[src/rtl/core/websocket_url_guard_defines.svh]
// Assertion macros for the WebSocket URL guard.
`ifndef WEBSOCKET_URL_GUARD_DEFINES_SVH
`define WEBSOCKET_URL_GUARD_DEFINES_SVH

// Same-cycle implication, checked outside reset
`define WUG_ASSERT_NOW(label, clk, rst_n, ante, cons) \
  label: assert property (@(posedge clk) disable iff (!rst_n) (ante) |-> (cons)) \
    else $error("websocket_url_guard: same-cycle check failed");

// Next-cycle implication, checked outside reset
`define WUG_ASSERT_NEXT(label, clk, rst_n, ante, cons) \
  label: assert property (@(posedge clk) disable iff (!rst_n) (ante) |=> (cons)) \
    else $error("websocket_url_guard: next-cycle check failed");

`endif

[src/rtl/core/wug_pkg.sv]
// Shared types, codes, pattern tables and character helpers for the URL guard.
package wug_pkg;

  // Parser phases
  localparam logic [1:0] PH_SCHEME = 2'd0;
  localparam logic [1:0] PH_AUTH   = 2'd1;
  localparam logic [1:0] PH_REST   = 2'd2;
  localparam logic [1:0] PH_DEAD   = 2'd3;

  // Verdict codes
  localparam logic [2:0] VERDICT_OK       = 3'd0;
  localparam logic [2:0] VERDICT_EMPTY    = 3'd1;
  localparam logic [2:0] VERDICT_SCHEME   = 3'd2;
  localparam logic [2:0] VERDICT_CREDS    = 3'd3;
  localparam logic [2:0] VERDICT_LOOPBACK = 3'd4;
  localparam logic [2:0] VERDICT_LINKLOC  = 3'd5;
  localparam logic [2:0] VERDICT_BADCHARS = 3'd6;

  // Host pattern kinds
  localparam logic [1:0] KIND_PREFIX_LOOP = 2'd0;
  localparam logic [1:0] KIND_EXACT_LOOP  = 2'd1;
  localparam logic [1:0] KIND_PREFIX_LINK = 2'd2;

  localparam int unsigned NPAT    = 8;
  localparam int unsigned PAT_MAX = 10;
  localparam logic [3:0]  AUTH_SAT = 4'd10;

  localparam logic [7:0] PAT_TEXT [NPAT][PAT_MAX] = '{
    '{"l", "o", "c", "a", "l", "h", "o", "s", "t", 8'h00},
    '{"1", "2", "7", ".", 8'h00, 8'h00, 8'h00, 8'h00, 8'h00, 8'h00},
    '{"0", ".", "0", ".", "0", ".", "0", 8'h00, 8'h00, 8'h00},
    '{":", ":", "1", 8'h00, 8'h00, 8'h00, 8'h00, 8'h00, 8'h00, 8'h00},
    '{"[", ":", ":", "1", "]", 8'h00, 8'h00, 8'h00, 8'h00, 8'h00},
    '{"1", "6", "9", ".", "2", "5", "4", ".", 8'h00, 8'h00},
    '{"f", "e", "8", "0", ":", 8'h00, 8'h00, 8'h00, 8'h00, 8'h00},
    '{"[", "f", "e", "8", "0", ":", 8'h00, 8'h00, 8'h00, 8'h00}
  };

  localparam logic [3:0] PAT_LEN [NPAT] = '{
    4'd9, 4'd4, 4'd7, 4'd3, 4'd5, 4'd8, 4'd5, 4'd6
  };

  localparam logic [1:0] PAT_KIND [NPAT] = '{
    KIND_EXACT_LOOP, KIND_PREFIX_LOOP, KIND_EXACT_LOOP, KIND_EXACT_LOOP,
    KIND_PREFIX_LOOP, KIND_PREFIX_LINK, KIND_PREFIX_LINK, KIND_PREFIX_LINK
  };

  // Pattern matcher update for one authority byte
  typedef struct packed {
    logic [NPAT-1:0] alive;
    logic [1:0]      hit;
  } host_upd_t;

  // Character of "ws://" at a position, zero beyond it
  function automatic logic [7:0] ws_char(input logic [2:0] p);
    logic [7:0] r;
    unique case (p)
      3'd0:    r = "w";
      3'd1:    r = "s";
      3'd2:    r = ":";
      3'd3:    r = "/";
      3'd4:    r = "/";
      default: r = 8'h00;
    endcase
    return r;
  endfunction

  // Character of "wss://" at a position, zero beyond it
  function automatic logic [7:0] wss_char(input logic [2:0] p);
    logic [7:0] r;
    unique case (p)
      3'd0:    r = "w";
      3'd1:    r = "s";
      3'd2:    r = "s";
      3'd3:    r = ":";
      3'd4:    r = "/";
      3'd5:    r = "/";
      default: r = 8'h00;
    endcase
    return r;
  endfunction

  // Letters, digits and the accepted punctuation
  function automatic logic url_safe(input logic [7:0] c);
    logic r;
    r = ((c >= "a") && (c <= "z")) || ((c >= "A") && (c <= "Z")) ||
        ((c >= "0") && (c <= "9")) ||
        (c == ".") || (c == ":") || (c == "/") || (c == "-") || (c == "_") ||
        (c == "?") || (c == "=") || (c == "&") || (c == "@") || (c == "%") ||
        (c == "+") || (c == "#") || (c == "[") || (c == "]");
    return r;
  endfunction

  // Fold ASCII upper case to lower case
  function automatic logic [7:0] fold_lower(input logic [7:0] c);
    return ((c >= "A") && (c <= "Z")) ? (c + 8'd32) : c;
  endfunction

endpackage

[src/rtl/core/wug_if.sv]
// Valid/ready channel interfaces for URL bytes and verdicts.
interface wug_in_if;
  logic       valid;
  logic       ready;
  logic [7:0] ch;

  modport source (output valid, output ch, input ready);
  modport sink   (input valid, input ch, output ready);
endinterface

interface wug_out_if;
  logic       valid;
  logic       ready;
  logic [2:0] verdict;

  modport source (output valid, output verdict, input ready);
  modport sink   (input valid, input verdict, output ready);
endinterface

[src/rtl/core/wug_host_match.sv]
// Parallel matcher of the authority's leading bytes against the host patterns.
module wug_host_match (
  input  logic [7:0]                 ch,
  input  logic [3:0]                 auth_cnt,
  input  logic [wug_pkg::NPAT-1:0]   alive,
  input  logic [1:0]                 hit,
  output wug_pkg::host_upd_t         step,
  output logic                       end_loop
);
  import wug_pkg::*;

  logic [7:0] fc;

  assign fc = fold_lower(ch);

  // Advance every live pattern by one byte
  always_comb begin
    step.alive = alive;
    step.hit   = hit;
    for (int i = 0; i < NPAT; i++) begin
      if (alive[i]) begin
        if (auth_cnt < PAT_LEN[i]) begin
          if (fc != PAT_TEXT[i][auth_cnt]) begin
            step.alive[i] = 1'b0;
          end else if (({1'b0, auth_cnt} + 5'd1 == {1'b0, PAT_LEN[i]}) &&
                       (PAT_KIND[i] != KIND_EXACT_LOOP)) begin
            if (PAT_KIND[i] == KIND_PREFIX_LINK) begin
              step.hit[1] = 1'b1;
            end else begin
              step.hit[0] = 1'b1;
            end
            step.alive[i] = 1'b0;
          end
        end else begin
          // Full exact name followed by a port separator
          if (ch == ":") begin
            step.hit[0] = 1'b1;
          end
          step.alive[i] = 1'b0;
        end
      end
    end
  end

  // At the end of the authority, an exact name matched in full is loopback
  always_comb begin
    end_loop = 1'b0;
    for (int i = 0; i < NPAT; i++) begin
      if (alive[i] && (PAT_KIND[i] == KIND_EXACT_LOOP) && (auth_cnt == PAT_LEN[i])) begin
        end_loop = 1'b1;
      end
    end
  end

endmodule

[src/rtl/core/websocket_url_guard.sv]
// Top level of the streaming WebSocket URL guard.
//
//   channel   dir  payload        transfer
//   in_chan   in   ch[7:0]        valid && ready, one URL byte; zero ends the URL
//   out_chan  out  verdict[2:0]   valid && ready, one verdict per zero byte
//
// One byte a cycle is taken while in_chan.ready is high, which it drops only
// while a zero byte waits in the input register behind a verdict not yet taken.
// Each byte is registered, then updates the parser state as it leaves the input
// register; a zero byte leaving it writes its verdict to the output register.
// Reset (rst_n low, synchronous) empties both registers and restarts the parser.
`include "websocket_url_guard_defines.svh"

module websocket_url_guard (
  input  logic      clk,
  input  logic      rst_n,
  wug_in_if.sink    in_chan,
  wug_out_if.source out_chan
);
  import wug_pkg::*;

  logic             s1_valid_r, s1_valid_nxt;
  logic [7:0]       s1_ch_r;
  logic             fire;
  logic             is_end;

  logic [1:0]       phase_r, phase_nxt;
  logic [2:0]       spos_r, spos_nxt;
  logic [1:0]       cand_r, cand_nxt;
  logic [3:0]       acnt_r, acnt_nxt;
  logic [NPAT-1:0]  alive_r, alive_nxt;
  logic [1:0]       hit_r, hit_nxt;
  logic             at_r, at_nxt;
  logic             bad_r, bad_nxt;

  logic             out_valid_r, out_valid_nxt;
  logic [2:0]       verdict_r, verdict_nxt;

  host_upd_t        host_step;
  logic             end_loop;
  logic [1:0]       hit_end;
  logic [2:0]       final_v;
  logic [1:0]       cand_step;
  logic             scheme_done;

  wug_host_match u_host (
    .ch       (s1_ch_r),
    .auth_cnt (acnt_r),
    .alive    (alive_r),
    .hit      (hit_r),
    .step     (host_step),
    .end_loop (end_loop)
  );

  // Handshake: a zero byte needs room in the output register
  assign is_end         = (s1_ch_r == 8'h00);
  assign fire           = s1_valid_r && (!is_end || !out_valid_r || out_chan.ready);
  assign in_chan.ready  = !s1_valid_r || fire;
  assign out_chan.valid = out_valid_r;
  assign out_chan.verdict = verdict_r;

  // Input register
  always_comb begin
    s1_valid_nxt = s1_valid_r;
    if (in_chan.valid && in_chan.ready) begin
      s1_valid_nxt = 1'b1;
    end else if (fire) begin
      s1_valid_nxt = 1'b0;
    end
  end

  // Verdict from the flags, by priority
  always_comb begin
    hit_end = hit_r;
    if (phase_r == PH_AUTH) begin
      hit_end = hit_r | {1'b0, end_loop};
    end
    priority if (at_r) begin
      final_v = VERDICT_CREDS;
    end else if (hit_end[0]) begin
      final_v = VERDICT_LOOPBACK;
    end else if (hit_end[1]) begin
      final_v = VERDICT_LINKLOC;
    end else if (bad_r) begin
      final_v = VERDICT_BADCHARS;
    end else begin
      final_v = VERDICT_OK;
    end
  end

  // Scheme candidates after this byte
  always_comb begin
    cand_step   = 2'b00;
    scheme_done = 1'b0;
    if (cand_r[0] && (spos_r < 3'd5) && (s1_ch_r == ws_char(spos_r))) begin
      cand_step[0] = 1'b1;
      if (spos_r == 3'd4) begin
        scheme_done = 1'b1;
      end
    end
    if (cand_r[1] && (spos_r < 3'd6) && (s1_ch_r == wss_char(spos_r))) begin
      cand_step[1] = 1'b1;
      if (spos_r == 3'd5) begin
        scheme_done = 1'b1;
      end
    end
  end

  // Parser state and result register
  always_comb begin
    phase_nxt     = phase_r;
    spos_nxt      = spos_r;
    cand_nxt      = cand_r;
    acnt_nxt      = acnt_r;
    alive_nxt     = alive_r;
    hit_nxt       = hit_r;
    at_nxt        = at_r;
    bad_nxt       = bad_r;
    out_valid_nxt = out_valid_r;
    verdict_nxt   = verdict_r;

    // Drop a verdict once transferred
    if (out_chan.ready) begin
      out_valid_nxt = 1'b0;
    end

    if (fire) begin
      if (is_end) begin
        out_valid_nxt = 1'b1;
        unique case (phase_r)
          PH_SCHEME: verdict_nxt = (spos_r == 3'd0) ? VERDICT_EMPTY : VERDICT_SCHEME;
          PH_AUTH:   verdict_nxt = (acnt_r == 4'd0) ? VERDICT_SCHEME : final_v;
          PH_REST:   verdict_nxt = final_v;
          default:   verdict_nxt = VERDICT_SCHEME;
        endcase
        // Restart for the next URL
        phase_nxt = PH_SCHEME;
        spos_nxt  = 3'd0;
        cand_nxt  = 2'b11;
        acnt_nxt  = 4'd0;
        alive_nxt = '1;
        hit_nxt   = 2'b00;
        at_nxt    = 1'b0;
        bad_nxt   = 1'b0;
      end else begin
        unique case (phase_r)
          PH_SCHEME: begin
            cand_nxt = cand_step;
            if (scheme_done) begin
              phase_nxt = PH_AUTH;
            end else if (cand_step == 2'b00) begin
              phase_nxt = PH_DEAD;
            end else begin
              spos_nxt = spos_r + 3'd1;
            end
          end
          PH_AUTH: begin
            if ((s1_ch_r == "/") || (s1_ch_r == "?") || (s1_ch_r == "#")) begin
              if (acnt_r == 4'd0) begin
                phase_nxt = PH_DEAD;
              end else begin
                hit_nxt   = hit_r | {1'b0, end_loop};
                alive_nxt = '0;
                phase_nxt = PH_REST;
              end
            end else begin
              bad_nxt   = bad_r | !url_safe(s1_ch_r);
              at_nxt    = at_r | (s1_ch_r == "@");
              alive_nxt = host_step.alive;
              hit_nxt   = host_step.hit;
              if (acnt_r < AUTH_SAT) begin
                acnt_nxt = acnt_r + 4'd1;
              end
            end
          end
          PH_REST: begin
            bad_nxt = bad_r | !url_safe(s1_ch_r);
          end
          default: begin
            // Ignore bytes until the zero byte
          end
        endcase
      end
    end
  end

  // Registers
  always_ff @(posedge clk) begin
    if (!rst_n) begin
      s1_valid_r  <= 1'b0;
      out_valid_r <= 1'b0;
      phase_r     <= PH_SCHEME;
      spos_r      <= 3'd0;
      cand_r      <= 2'b11;
      acnt_r      <= 4'd0;
      alive_r     <= '1;
      hit_r       <= 2'b00;
      at_r        <= 1'b0;
      bad_r       <= 1'b0;
    end else begin
      s1_valid_r  <= s1_valid_nxt;
      out_valid_r <= out_valid_nxt;
      phase_r     <= phase_nxt;
      spos_r      <= spos_nxt;
      cand_r      <= cand_nxt;
      acnt_r      <= acnt_nxt;
      alive_r     <= alive_nxt;
      hit_r       <= hit_nxt;
      at_r        <= at_nxt;
      bad_r       <= bad_nxt;
    end
  end

  // Payload registers
  always_ff @(posedge clk) begin
    if (in_chan.valid && in_chan.ready) begin
      s1_ch_r <= in_chan.ch;
    end
    verdict_r <= verdict_nxt;
  end

  // A processed zero byte leaves the parser at its start
  `WUG_ASSERT_NEXT(a_restart, clk, rst_n, fire && is_end,
    (phase_r == PH_SCHEME) && (spos_r == 3'd0) && (cand_r == 2'b11) && (alive_r == '1))

  // Once the authority has closed, no host pattern stays live
  `WUG_ASSERT_NOW(a_rest_no_alive, clk, rst_n, phase_r == PH_REST, alive_r == '0)

  // A zero byte held back by a stalled verdict stays in the input register
  `WUG_ASSERT_NEXT(a_end_held, clk, rst_n,
    s1_valid_r && is_end && out_valid_r && !out_chan.ready,
    s1_valid_r && (s1_ch_r == 8'h00))

endmodule
[src/flat_wrapper.sv]
// flat-port wrapper written by rule: the top's interface ports become plain ports
module websocket_url_guard_flat import wug_pkg::*;
  (clk, rst_n, in_chan_valid, in_chan_ch, in_chan_ready, out_chan_valid, out_chan_verdict, out_chan_ready);
  wug_in_if in_chan_i ();
  wug_out_if out_chan_i ();
  input  logic clk;
  input  logic rst_n;
  input wire logic [$bits(in_chan_i.valid)-1:0] in_chan_valid;
  input wire logic [$bits(in_chan_i.ch)-1:0] in_chan_ch;
  output wire logic [$bits(in_chan_i.ready)-1:0] in_chan_ready;
  output wire logic [$bits(out_chan_i.valid)-1:0] out_chan_valid;
  output wire logic [$bits(out_chan_i.verdict)-1:0] out_chan_verdict;
  input wire logic [$bits(out_chan_i.ready)-1:0] out_chan_ready;
  assign in_chan_i.valid = in_chan_valid;
  assign in_chan_i.ch = in_chan_ch;
  assign in_chan_ready = in_chan_i.ready;
  assign out_chan_valid = out_chan_i.valid;
  assign out_chan_verdict = out_chan_i.verdict;
  assign out_chan_i.ready = out_chan_ready;
  websocket_url_guard u_core (.clk(clk), .rst_n(rst_n), .in_chan(in_chan_i), .out_chan(out_chan_i));
endmodule
[config.mk]
export PLATFORM = sky130hd
export DESIGN_NAME = websocket_url_guard_flat
export DESIGN_NICKNAME = d
export VERILOG_FILES = /design/src/rtl/core/wug_pkg.sv /design/src/rtl/core/wug_if.sv /design/src/rtl/core/wug_host_match.sv /design/src/rtl/core/websocket_url_guard.sv /design/src/flat_wrapper.sv
export VERILOG_INCLUDE_DIRS = /design/src /design/src/rtl/core
export SDC_FILE = /design/constraint.sdc
export NUM_CORES = 1
export LEC_CHECK = 0
export BUFFER_PORTS_ARGS = -buffer_cell sky130_fd_sc_hd__buf_4
export CORE_UTILIZATION = 25
export CTS_BUF_LIST = sky130_fd_sc_hd__clkbuf_8
export DETAILED_ROUTE_END_ITERATION = 12
export GPL_ROUTABILITY_DRIVEN = 1
export PLACE_DENSITY = 0.46
export SLEW_MARGIN = 20
export SYNTH_ARGS = -nofsm -noshare
export SYNTH_HDL_FRONTEND = slang
export SYNTH_SLANG_ARGS = --single-unit
[constraint.sdc]
create_clock -name clk -period 4.76 [get_ports clk]
set_input_delay 0.952 -clock clk [delete_from_list [all_inputs] [get_ports clk]]
set_output_delay 0.952 -clock clk [all_outputs]
set_load 0.03 [all_outputs]
==> run summary <==
slowest CP cell: nor4_2
post-layout net count: 533
Slew Limit Fails: 0
Worst Path Max Fanout: 14
Pint: 0.000515 W
Placement Rows: 45
Distinct cells, synth: 81
Syn Nets: 539
ANT cells: 0
Crit path arrival time: 2.79 ns
LEAKAGE: 1.45 nW
Critical R2R Launch: u_core.s1_ch_r[0]
global route overflow: 0
Sum Neg Setup Slack: 0 ns
Post-route DRC: 0
Vias/cell: 5.78
first-pass GRT wire length: 20500 um
cell family with most CP delay: simple AND/OR/NAND/NOR gates
fin crit period: 3.74 ns
DRT iter0 DRCs: 322
die height: 126 um
hold_sp: u_core.cand_r[1]
WHS Endpoint: u_core.cand_r[1]
mapped cell area: 3860 um^2
crit path capture type: output port
total setup buffers inserted after CTS: 0
drt first pass iters: 5
largest net degree at the start of global routing: 33
P&R area growth vs syn: 8.98%
Initial Util: 0.255
worst stage delay on the critical path: 0.75 ns
Warnings, synthesis: 0
CTS Buffer Depth: 2
fmax: 267 MHz
Reg-to-Reg End: u_core.hit_r[1]
R2R Setup Slk: 1.62 ns
RSZ-0062 raised after global routing: false
HP Class: flip-flop to flip-flop
logic gate share of total power: 0.285
Sink Count: 36
outcome: complete, no violations
Wirelength per Cell: 18.7 um
Reg2Reg Depth: 7
# IOs: 17
clock group share of total power: 0.271
Post-synth EDFFs: 11
Core ar.: 15100 um^2
I/O Buffers: 16
ys async rst share: 0
DR vias: 3985
pwr/cell area: 189 nW/um^2
Max-cap violations: 0
ANT nets after route: 0
Hold Slack: 0.497 ns
Resized cells post-CTS: 0
Final Skew: 0.0105 ns
H-tree depth: 2
Tcrit/Tclk final: 0.786
CTS buffer count: 5
die width: 126 um
total power: 0.000794 W
WL final: 12900 um
clock slew at reported path FFs: 0.07 ns
Critical Path RT: 3.81 ns
Flop pwr share: 0.445
switching pwr: 0.000279 W
crit path cell chain: or2_1 > nor4_2 > nand2_1 > or2_2 > buf_4
Switching Fraction: 0.351
die area: 15900 um^2
GR Util All Layers: 0.163
WHS Path Cells: 2
share of post-route cells with drive strength above 1: 0.116
dominant synthesized flop cell: dfxtp_1
TritonCTS clock tree: built
Final Hold Viols: 0
cts hold-fix bufs: 0
Rel. slew slack: 0.424
final setup fails: 0
initial antenna violation count: 0
hpwl dp: 9500 um
critical path class: flip-flop to output port
vias in the first global route: 3715
#FFs+latches synth: 36
maximum VDD drop: 132 uV
clk_lat worst skew: 0.30 ns
Critical Path Start Type: flip-flop
Mapped Avg Cell Area: 7.63 um^2
Final GP Congestion: 0.902
Root Driver: clkbuf_8
worst slew pin tran: 0.857 ns
post-synthesis sequential area ratio: 0.215
Mapped Cells: 506
Critical path buffers and inverters: 1
[power groups by stage]
stage / clock [W] / sequential, W / combinational (W)
after floorplan: 0 / 0.000348 / 0.000169
after global placement: 0 / 0.000359 / 0.000223
after detailed placement: 0 / 0.000360 / 0.000222
after CTS: 0.000223 / 0.000352 / 0.000223
after global routing: 0.000234 / 0.000355 / 0.000248
final: 0.000215 / 0.000353 / 0.000226
[layout by cell type (no fill, tap or decap), types with 10 or more instances in the layout]
master | netlist | layout
dfxtp_1 | 25 | 25
nor2_1 | 34 | 34
buf_4 | 0 | 25
ha_1 | 21 | 21
nand2_1 | 38 | 38
nor2b_1 | 11 | 11
xnor2_1 | 20 | 20
inv_1 | 25 | 27
edfxtp_1 | 11 | 11
nor3_1 | 10 | 10
mux2i_1 | 10 | 10
o21ai_0 | 24 | 24
nand3_1 | 16 | 16
nand4_1 | 14 | 14
a21oi_1 | 35 | 35
[layout make-up]
cell class / instances / area [um^2]
fillers: 1617 / 10900
multi-input cells: 403 / 2760
flip-flops and latches: 36 / 831
well taps: 188 / 235
repair buffers: 25 / 188
inverters: 29 / 109
clock buffers: 5 / 68.8
clock inverters: 3 / 12.5
[how the worst max path moves through the flow]
stage	slack [ns]	depth (start not counted)	startpoint	to
final	1.02	5	u_core.s1_ch_r[0]	in_chan_ready
after floorplan	1.99	11	u_core.acnt_r[0]	u_core.alive_r[7]
after CTS	1.02	5	u_core.s1_ch_r[0]	in_chan_ready
after detailed placement	1.39	5	u_core.s1_ch_r[0]	in_chan_ready
after global placement	1.47	5	u_core.s1_ch_r[0]	in_chan_ready
after global routing	0.90	5	u_core.s1_ch_r[0]	in_chan_ready
[cells in the mapped netlist (5+ instances only)]
| cell type | instances | share of area |
|---|---|---|
| nor2b_1 | 11 | 0.018 |
| xor2_1 | 6 | 0.014 |
| dfxtp_1 | 25 | 0.13 |
| a32oi_1 | 5 | 0.011 |
| nand2_1 | 38 | 0.037 |
| or2_2 | 8 | 0.013 |
| nor4_1 | 8 | 0.013 |
| nor3_1 | 10 | 0.013 |
| clkbuf_1 | 21 | 0.020 |
| a211oi_1 | 9 | 0.017 |
| o211ai_1 | 5 | 0.0097 |
| o21ai_0 | 24 | 0.031 |
| o22ai_1 | 5 | 0.0081 |
| a2111oi_0 | 5 | 0.011 |
| inv_1 | 25 | 0.024 |
| nand3_1 | 16 | 0.021 |
| a211o_1 | 5 | 0.011 |
| o21ai_1 | 7 | 0.0091 |
| nand2b_1 | 6 | 0.0097 |
| a21oi_1 | 35 | 0.045 |
| edfxtp_1 | 11 | 0.086 |
| o2111ai_1 | 7 | 0.016 |
| ha_1 | 21 | 0.068 |
| buf_2 | 12 | 0.016 |
| xnor2_1 | 20 | 0.045 |
| a31oi_1 | 9 | 0.015 |
| mux2i_1 | 10 | 0.026 |
| nand4_1 | 14 | 0.023 |
| nor2_1 | 34 | 0.033 |
[routing by layer]
layer  share of wire  GRT usage  vias up  wire (um)
met5               0          0        -          0
met4           0.034     0.0687        0        443
met3           0.067     0.0212       30        860
met2            0.46      0.265      165       5940
met1            0.44      0.218     1912       5670
li1                -          -     1878          -
[metrics by stage]
| stage | cells | area (um^2) | utilization | setup WS (ns) |
|---|---|---|---|---|
| final | 689 | 4210 | 0.278 | 1.02 |
| after global routing | 689 | 4210 | 0.278 | 0.900 |
| after CTS | 689 | 4210 | 0.278 | 1.02 |
| after detailed placement | 681 | 4130 | 0.272 | 1.39 |
| after global placement | 681 | 4130 | 0.272 | 1.47 |
| after floorplan | 506 | 3860 | - | 1.99 |
[state kept, by name, indices dropped and copies added, names as in the netlist]
signal / cells
u_core.acnt_r: 4
u_core.alive_r: 8
u_core.s1_valid_r: 1
u_core.bad_r: 1
u_core.phase_r: 2
u_core.s1_ch_r: 8
u_core.hit_r: 2
u_core.cand_r: 2
u_core.spos_r: 3
u_core.out_chan.verdict: 3
u_core.out_chan.valid: 1
u_core.at_r: 1
[worst min-delay path: cells and delay by family (launching register included)]
family	cells	cell delay [ns]
flip-flops	1	0.32
AO/OA/AOI/OAI	1	0.07
AND/OR/NAND/NOR	1	0.05
[cell families (layout without fill, tap and decap cells)]
logic type	Yosys count	after routing	share of synthesized area
mux	10	10	0.0259
simple gates	182	182	0.262
buf+inv	67	62	0.0710
xor+xnor	26	26	0.0590
compound gates	163	163	0.297
fa+ha+maj	22	22	0.0706
flops	36	36	0.215
Power figures use the tool's default switching activity.
